$ cat src/sv/first_fit_free_list_allocator_unit_macros.svh
// Assertion macros for the free-list allocator.
`ifndef FIRST_FIT_FREE_LIST_ALLOCATOR_UNIT_MACROS_SVH
`define FIRST_FIT_FREE_LIST_ALLOCATOR_UNIT_MACROS_SVH

// Implication checked on every clock edge outside reset.
`define FFA_ASSERT_IMPL(lbl, clk, rstn, ante, cons, msg) \
  lbl: assert property (@(posedge clk) disable iff (!rstn) (ante) |-> (cons)) \
    else $error(msg);

// Next-cycle implication checked outside reset.
`define FFA_ASSERT_NEXT(lbl, clk, rstn, ante, cons, msg) \
  lbl: assert property (@(posedge clk) disable iff (!rstn) (ante) |=> (cons)) \
    else $error(msg);

`endif

$ cat src/sv/ffa_pkg.sv
package ffa_pkg;

  localparam int unsigned DefMaxRegions = 1024;
  localparam int unsigned DataW = 32;
  localparam int unsigned CountW = 11;
  localparam logic [DataW-1:0] RoundAdd = 32'h0000_0fff;
  localparam logic [DataW-1:0] RoundMask = 32'hffff_f000;

  localparam logic OpAlloc = 1'b0;
  localparam logic OpFree = 1'b1;

  // Commands from the controller to the datapath.
  typedef struct packed {
    logic load;        // capture the request
    logic rd_en;       // read entry at rd_idx
    logic scan_step;   // evaluate read data against the request
    logic wr_cur;      // write working entry at ptr
    logic wr_ins;      // write new entry at ptr
    logic move_dn;     // copy entry ptr+1 to ptr (removal)
    logic move_up;     // copy entry ptr-1 to ptr (insertion)
    logic ptr_inc;
    logic ptr_dec;
    logic ptr_to_cnt;  // ptr = count
    logic mark;        // remember ptr as the insertion slot
    logic cnt_inc;
    logic cnt_dec;
    logic finish;      // produce the result
  } ffa_cmd_t;

  // Status from the datapath to the controller.
  typedef struct packed {
    logic is_free;
    logic at_end;      // ptr has reached the entry count
    logic at_mark;     // ptr has reached the insertion slot
    logic hit;         // scan condition met on the current read
    logic merge_lo;
    logic merge_hi;
    logic len_zero;    // allocated entry became empty
    logic full;
  } ffa_sts_t;

endpackage

$ cat src/sv/ffa_ctrl.sv
module ffa_ctrl (
  input  logic              clk_i,
  input  logic              rst_ni,
  input  logic              start_i,
  input  ffa_pkg::ffa_sts_t sts_i,
  output ffa_pkg::ffa_cmd_t cmd_o,
  output logic              busy_o,
  output logic              ok_o,
  output logic              done_o
);
  import ffa_pkg::*;

  typedef enum logic [10:0] {
    StIdle   = 11'b000_0000_0001,
    StRead   = 11'b000_0000_0010,
    StEval   = 11'b000_0000_0100,
    StDecide = 11'b000_0000_1000,
    StRemRd  = 11'b000_0001_0000,
    StRemMv  = 11'b000_0010_0000,
    StInsRd  = 11'b000_0100_0000,
    StInsMv  = 11'b000_1000_0000,
    StWrite  = 11'b001_0000_0000,
    StLoad   = 11'b010_0000_0000,
    StDone   = 11'b100_0000_0000
  } state_e;

  state_e state_q, state_d;
  logic ok_q, ok_d, hi_q, hi_d, found_q, found_d;

  // Alloc: scan until hit, then write back or remove; fail if nothing fits.
  // Free: scan to first start above addr; the lower neighbor is the entry
  // before it. Then merge into one entry (possibly removing the upper one)
  // or shift the tail up and insert, failing when the table is full.
  always_comb begin
    state_d = state_q; ok_d = ok_q; hi_d = hi_q; found_d = found_q;
    cmd_o = '0; done_o = 1'b0;
    case (state_q)
      StIdle: if (start_i) begin
        cmd_o.load = 1'b1; ok_d = 1'b1; hi_d = 1'b0; found_d = 1'b0;
        state_d = StLoad;
      end
      StLoad: state_d = StRead;
      StRead: begin
        if (sts_i.at_end) state_d = StDecide;
        else begin
          cmd_o.rd_en = 1'b1; state_d = StEval;
        end
      end
      StEval: begin
        cmd_o.scan_step = 1'b1;
        if (sts_i.hit) begin
          found_d = 1'b1;
          hi_d = sts_i.is_free & sts_i.merge_hi;
          state_d = StDecide;
        end else begin
          cmd_o.ptr_inc = 1'b1; state_d = StRead;
        end
      end
      StDecide: begin
        if (!sts_i.is_free) begin
          if (!found_q) begin
            ok_d = 1'b0; state_d = StDone;
          end else if (sts_i.len_zero) begin
            cmd_o.cnt_dec = 1'b1; state_d = StRemRd;
          end else begin
            cmd_o.wr_cur = 1'b1; state_d = StDone;
          end
        end else if (sts_i.merge_lo) begin
          // Lower entry is at ptr-1; write merged entry there.
          cmd_o.ptr_dec = 1'b1; state_d = StWrite;
        end else if (found_q && hi_q) begin
          cmd_o.wr_cur = 1'b1; state_d = StDone;
        end else if (sts_i.full) begin
          ok_d = 1'b0; state_d = StDone;
        end else begin
          // Remember the insertion slot and start the shift at the old top.
          cmd_o.mark = 1'b1; cmd_o.ptr_to_cnt = 1'b1;
          cmd_o.cnt_inc = 1'b1; state_d = StInsRd;
        end
      end
      StWrite: begin
        cmd_o.wr_cur = 1'b1;
        cmd_o.ptr_inc = 1'b1;
        if (found_q && hi_q) begin
          cmd_o.cnt_dec = 1'b1; state_d = StRemRd;
        end else state_d = StDone;
      end
      // Removal: ptr is the removed slot; shift later entries down.
      StRemRd: begin
        if (sts_i.at_end) state_d = StDone;
        else begin
          cmd_o.rd_en = 1'b1; cmd_o.move_dn = 1'b1; state_d = StRemMv;
        end
      end
      StRemMv: begin
        cmd_o.move_dn = 1'b1; cmd_o.ptr_inc = 1'b1; state_d = StRemRd;
      end
      // Insertion: walk down from the old top, moving each entry up by one,
      // then write the new entry into the freed slot.
      StInsRd: begin
        if (sts_i.at_mark) begin
          cmd_o.wr_ins = 1'b1; state_d = StDone;
        end else begin
          cmd_o.rd_en = 1'b1; cmd_o.move_up = 1'b1; state_d = StInsMv;
        end
      end
      StInsMv: begin
        cmd_o.move_up = 1'b1; cmd_o.ptr_dec = 1'b1; state_d = StInsRd;
      end
      StDone: begin
        done_o = 1'b1; cmd_o.finish = 1'b1; state_d = StIdle;
      end
      default: state_d = StIdle;
    endcase
  end

  always_ff @(posedge clk_i or negedge rst_ni) begin
    if (!rst_ni) begin
      state_q <= StIdle; ok_q <= 1'b0; hi_q <= 1'b0; found_q <= 1'b0;
    end else begin
      state_q <= state_d; ok_q <= ok_d; hi_q <= hi_d; found_q <= found_d;
    end
  end

  assign busy_o = (state_q != StIdle);
  assign ok_o   = ok_q;

endmodule

$ cat config.mk
export PLATFORM = sky130hd
export DESIGN_NAME = ffa_ctrl
export DESIGN_NICKNAME = d
export VERILOG_FILES = /design/src/sv/first_fit_free_list_allocator_unit_macros.svh /design/src/sv/ffa_pkg.sv /design/src/sv/ffa_ctrl.sv
export SDC_FILE = /design/constraint.sdc
export NUM_CORES = 1
export LEC_CHECK = 0
export BUFFER_PORTS_ARGS = -buffer_cell sky130_fd_sc_hd__buf_4
export CAP_MARGIN = 40
export CORE_UTILIZATION = 49
export CTS_CLUSTER_SIZE = 40
export DETAILED_ROUTE_END_ITERATION = 12
export PLACE_DENSITY = 0.87
export SETUP_SLACK_MARGIN = 0.15
export SYNTH_ARGS = -nofsm -noshare
export SYNTH_HDL_FRONTEND = slang
export SYNTH_SLANG_ARGS = --single-unit
$ cat constraint.sdc
create_clock -name clk_i -period 2.75 [get_ports clk_i]
set_input_delay 0.275 -clock clk_i [delete_from_list [all_inputs] [get_ports clk_i]]
set_output_delay 0.275 -clock clk_i [all_outputs]
set_load 0.02 [all_outputs]
==> qor.csv, run 1 <==
stage;metric;value;unit
outcome;status;completed;
timing;Setup WS post-layout;0.1635;ns
global_routing;first-pass GRT wire length;4.443;mm
setup_path;Critical Path AT;2.31;ns
power;internal power;503.6;uW
clocking;clock tree sinks;14;
timing;# setup viols final;0;
clocking;clk buf depth;2;
timing;Setup TNS;0;ns
clocking;clk_lat worst skew;0.28;ns
routing;Routed Antenna Nets;0;
finish;post-layout util;0.6761;
timing;part of the cycle the worst path needs;0.9405;
timing;hold slack;0.1597;ns
finish;n_diodes;0;
routing;via count;1086;
routing;Total Wirelength;2.905;mm
placed_design;Final GP Congestion;0.9333;
finish;Area Overhead vs Synth;27.35;%
setup_path;Setup crit start;state_q[1]$_DFFE_PN0P_;
timing;RSZ-0062 raised after global routing;yes;
floorplan;die height;48.34;um
floorplan;Core Footprint;0.001982;mm^2
finish;Finished Layout Cells;173;
power;Logic pwr share;0.478;
placed_design;Setup WS pre-CTS;0.4318;ns
timing;total count of max-transition violations in the final report;0;
synthesis;post-synthesis cell type count;43;
setup_path;Critical Path RT;2.48;ns
setup_path;Max FO, Critical Path;5;
timing;Rel. slew slack;0.6685;
global_routing;GRT overflow;0;
hold_path;class of the worst hold path;primary input to register;
synthesis;Ys Warns;0;
timing;fmax;0.3866;GHz
clocking;clk root buf;clkbuf_4;
clocking;Reg clk slew, reported paths;0.09;ns
setup_path;Reg2Reg Depth;5;
setup_path;RR Endpoint;state_q[4]$_DFFE_PN0P_;
timing;min Tclk post-route;2.586;ns
flow_run;Max Cap Violations;0;
synthesis;synthesized area;0.001052;mm^2
setup_path;Worst Setup End Kind;primary output;
floorplan;Top Ports;28;
global_routing;vias in the first global route;1017;
timing;Setup Skew;0.001401;ns
synthesis;Primary FF master, synth;dfrtp_1;
synthesis;FFs w/ async S/R, synth;1.000;
synthesis;#FFs+latches synth;14;
synthesis;Syn Area/Cell;8.769;um^2
floorplan;# rows;16;
floorplan;Starting Density;0.5309;
synthesis;Post-Synthesis Cells;120;
clocking;H-tree depth;1;
global_routing;largest net degree at the start of global routing;15;
synthesis;syn_nets;131;
power;cell area power density;617.8;mW/mm^2
routing;drt pass-1 iters;6;
setup_path;critical path class;register to primary output;
power;Leakage;0.6061;nW
global_routing;initial antenna violation count;0;
placed_design;Port Buffers;27;
timing;final hold viol count;0;
routing;DRC viols;0;
placed_design;placed cells;165;
setup_path;worst reg2reg path startpoint;state_q[1]$_DFFE_PN0P_;
floorplan;Die Span X;48.34;um
clocking;TritonCTS clock tree;yes;
timing;Least-Margin Pin Slew;0.4911;ns
power;sw power;324.3;uW
finish;commonest non-fill, non-tap cells in the layout;buf_4, nor2_1, nand2_1, dfrtp_1;
power;Clock Power Share;0.182;
finish;most common cell after layout, fill and taps aside;buf_4;
synthesis;sequential share of the synthesized area;0.3341;
routing;Via density;6.277;
setup_path;CP endpoint;cmd_o[8];
placed_design;Post-DP Area;0.001235;mm^2
finish;share of layout cells above drive strength 1;0.3904;
power;switching fraction of total power;0.3917;
finish;Final Cell Area;0.001340;mm^2
setup_path;FF-to-FF setup slack;0.74;ns
setup_path;CP startpoint kind;register;
floorplan;die area;0.002337;mm^2
finish;Final #Nets;158;
power;Max VDD drop;433.1;uV
power;sequential share of power;0.340;
placed_design;DP Wirelength;2.011;mm
global_routing;All-Layer GR Usage;0.2477;
routing;DR WL/cell;16.79;um
power;total power draw;827.9;uW
routing;initial DRC count;56;
synthesis;Post-synth EDFFs;0;
clocking;CTS buffer count;3;
-- how the worst min path moves through the flow --
stage,start,endpoint,slack [ns],cells past startpoint
finish,start_i,state_q[0]$_DFFE_PN1P_,0.16,2
global route,start_i,state_q[0]$_DFFE_PN1P_,0.15,2
CTS,start_i,state_q[0]$_DFFE_PN1P_,0.15,2
detailed placement,rst_ni,state_q[3]$_DFFE_PN0P_,0.14,1
global placement,rst_ni,state_q[9]$_DFFE_PN0P_,0.14,1
floorplan,rst_ni,found_q$_DFFE_PN0P_,-0.02,0
-- cell usage after synthesis, types with 3 or more instances --
cell type | instances | area (um^2)
a21oi_1 | 5 | 25.02
buf_4 | 5 | 37.54
nand3b_1 | 3 | 22.52
nor3_1 | 5 | 25.02
nand2_1 | 8 | 30.03
o21ai_0 | 7 | 35.03
or4_4 | 4 | 45.04
dfrtp_1 | 13 | 325.3
clkbuf_1 | 4 | 15.01
nor2_1 | 8 | 30.03
inv_1 | 7 | 26.28
nand4_1 | 3 | 18.77
nand2b_1 | 6 | 37.54
or3_1 | 4 | 25.02
-- power groups by stage --
| stage | Sequential, mW | Combinational, mW | Clock, mW |
|---|---|---|---|
| after floorplan | 0.257 | 0.260 | 0 |
| after global placement | 0.278 | 0.330 | 0 |
| after detailed placement | 0.281 | 0.338 | 0 |
| after CTS | 0.272 | 0.354 | 0.155 |
| after global routing | 0.284 | 0.426 | 0.162 |
| final | 0.281 | 0.396 | 0.151 |
-- what timing repair did --
action                                  4_1_cts  5_1_grt
pin swaps                                     0        2
buffers inserted                              1        2
cloned                                        0        0
endpoints found under the setup margin        3        5
endpoints found under the hold margin        13        0
gates resized for setup                       1        8
hold buffers                                  1        0
-- state kept, by name, summed over array words and instances (netlist names) --
register,flops
state_q,11
found_q,1
hi_q,1
ok_o,1
-- layer usage --
layer,routed length [um],part of all wire,vias to the layer above,GRT usage
met1,1149,0.40,511,0.3020
met3,207,0.071,9,0.02516
met5,0,0,-,0
met4,82,0.028,0,0.1569
met2,1466,0.50,72,0.4178
li1,-,-,494,-
-- logic make-up (layout without fill, tap and decap cells) --
logic type,count (synthesis),in the layout,synth area share
xor gates and xnor gates,2,2,0.01665
buffers and inverters,18,44,0.09632
and+or+nand+nor,60,60,0.3793
AOI/OAI and AO/OA,25,25,0.1641
muxes,1,1,0.009513
DFF,14,14,0.3341
-- worst max-delay path: stages (launching register included) --
cell and delay [ns]:
dfrtp_2 0.42, or4_4 0.57, or4_4 0.45, or3_4 0.36, nand2b_1 0.09, buf_4 0.14
-- cell type report --
type                    instances  area [um^2]
flip-flops and latches         14        357.8
inverters                       7        26.28
well taps                      27        33.78
fillers                       157        641.9
clock buffers                   4        36.28
multi-input cells              88        635.6
repair buffers                 33        250.2
(Power assumes the default switching activity.)
==> run 2: changes to the inputs <==
- CORE_ASPECT_RATIO: unset -> 0.75
- PLACE_DENSITY: 0.87 -> 0.78
==> run 2 against run 1 <==
Effect of this change: combinational power is 5.3% lower; first-iteration DRC count is 41% lower; clock power is 5% higher; worst setup slack better by 0.024 ns; sequential share of layout area is 0.28 points higher; global-route usage is 2.1 points lower; critical endpoint unchanged.
==> qor.csv, run 2 (synthesis results as in run 1) <==
stage;metric;value;unit
clocking;clock tree sinks;14;
power;Max VDD drop;676.5;uV
global_routing;initial antenna violation count;0;
setup_path;crit path cell chain;or4_4 -> or4_4 -> or3_4 -> nand2b_1 -> buf_4;
routing;via count;1029;
global_routing;first-pass GRT wire length;4.008;mm
timing;# setup viols final;0;
routing;initial DRC count;33;
finish;Area Overhead vs Synth;26.04;%
finish;max FFs per register;11;
floorplan;Core Footprint;0.002014;mm^2
power;total power draw;806.8;uW
timing;min Tclk post-route;2.562;ns
setup_path;CP max-delay cell;or4_4;
finish;share of layout cells above drive strength 1;0.3862;
clocking;TritonCTS clock tree;yes;
timing;Rel. slew slack;0.6485;
global_routing;largest net degree at the start of global routing;15;
routing;DRC viols;0;
clocking;clk_lat worst skew;0.30;ns
floorplan;Die Span X;55.51;um
global_routing;All-Layer GR Usage;0.2268;
power;Leakage;0.6033;nW
power;internal power;492.9;uW
clocking;clk buf depth;2;
clocking;clk root buf;clkbuf_4;
floorplan;die height;42.13;um
global_routing;vias in the first global route;854;
placed_design;Final GP Congestion;0.8484;
finish;commonest non-fill, non-tap cells in the layout;buf_4, nor2_1, nand2_1, dfrtp_1;
placed_design;DP Wirelength;1.927;mm
timing;final hold viol count;0;
placed_design;Setup WS pre-CTS;0.4204;ns
setup_path;CP startpoint kind;register;
global_routing;GRT overflow;0;
timing;fmax;0.3902;GHz
placed_design;Port Buffers;27;
finish;post-layout util;0.6584;
power;sw power;313.9;uW
setup_path;critical path class;register to primary output;
timing;Setup Skew;0.005004;ns
routing;Routed Antenna Nets;0;
floorplan;die area;0.002339;mm^2
floorplan;Starting Density;0.5224;
timing;part of the cycle the worst path needs;0.9318;
clocking;Reg clk slew, reported paths;0.09;ns
routing;Via density;6.089;
routing;drt pass-1 iters;4;
finish;Final #Nets;157;
power;switching fraction of total power;0.3891;
timing;Least-Margin Pin Slew;0.5199;ns
power;Logic pwr share;0.465;
timing;total count of max-transition violations in the final report;0;
floorplan;# rows;14;
power;sequential share of power;0.339;
setup_path;Critical Path RT;2.48;ns
routing;DR WL/cell;15.69;um
setup_path;Max FO, Critical Path;6;
setup_path;critical path's largest stage delay;0.55;ns
clocking;H-tree depth;1;
timing;Setup WS post-layout;0.1875;ns
floorplan;Top Ports;28;
setup_path;CP dominant cell by count;or4_4;
finish;Biggest register;state_q;
outcome;status;completed;
power;cell area power density;608.3;mW/mm^2
hold_path;class of the worst hold path;primary input to register;
setup_path;Worst Setup End Kind;primary output;
timing;Setup TNS;0;ns
clocking;CTS buffer count;3;
timing;RSZ-0062 raised after global routing;yes;
routing;Total Wirelength;2.651;mm
finish;most common cell after layout, fill and taps aside;buf_4;
setup_path;Critical Path AT;2.29;ns
power;Clock Power Share;0.196;
flow_run;Max Cap Violations;0;
finish;n_diodes;0;
==> run 2: final timing paths <==
path                       cells past startpoint                   start                      to  slack, ns
setup / recovery                               5  state_q[1]$_DFFE_PN0P_                cmd_o[8]       0.19
max in group asynchronous                      2                  rst_ni  state_q[0]$_DFFE_PN1P_       2.16
hold reg to reg                                2        ok_o$_DFFE_PN0P_        ok_o$_DFFE_PN0P_       0.54
hold / removal                                 2                 start_i  state_q[0]$_DFFE_PN1P_       0.15
setup reg to reg                               4  state_q[4]$_DFFE_PN0P_  state_q[4]$_DFFE_PN0P_       0.77
min in group asynchronous                      2                  rst_ni        hi_q$_DFFE_PN0P_       0.35
==> run 2: power by group through the flow <==
stage	registers (mW)	clock network (mW)	logic, mW
after floorplan	0.257	0	0.260
after detailed placement	0.278	0	0.338
after CTS	0.271	0.160	0.356
after global placement	0.276	0	0.334
final	0.273	0.158	0.375
after global routing	0.278	0.168	0.407
==> run 2: final cells by class <==
| type | count | area, um^2 |
|---|---|---|
| fill | 170 | 688.2 |
| tap | 24 | 30.03 |
| clock buffer | 4 | 36.28 |
| sequential | 14 | 357.8 |
| multi-input combinational | 88 | 633.1 |
| inverter | 7 | 26.28 |
| timing repair buffer | 32 | 242.7 |
==> run 2: worst max-delay path: cells and delay by family, from the launching register on <==
kind	cells	cell delay (ns)
and+or+nand+nor	4	1.44
buffers and inverters	1	0.13
DFF	1	0.42
==> run 2: metal layers <==
| metal | global-route usage | share of wire |
|---|---|---|
| met3 | 0.06790 | 0.080 |
| met5 | 0 | 0 |
| met1 | 0.3183 | 0.44 |
| met4 | 0.03500 | 0.0057 |
| met2 | 0.3542 | 0.47 |
==> run 2: metrics by stage <==
step                      area [um^2]  hold WS [ns]  instances
after CTS                        1296        0.1442        168
after floorplan                  1059      -0.02059        120
final                            1326        0.1484        169
after detailed placement         1231        0.1383        162
after global placement           1231        0.1347        162
after global routing             1326        0.1437        169
==> run 2: timing repair <==
item | CTS | global route
buffers inserted | 1 | 1
resized for setup | 3 | 6
endpoints found under the hold margin | 13 | 0
hold buffers | 1 | 0
pin swaps | 0 | 1
endpoints found under the setup margin | 4 | 8
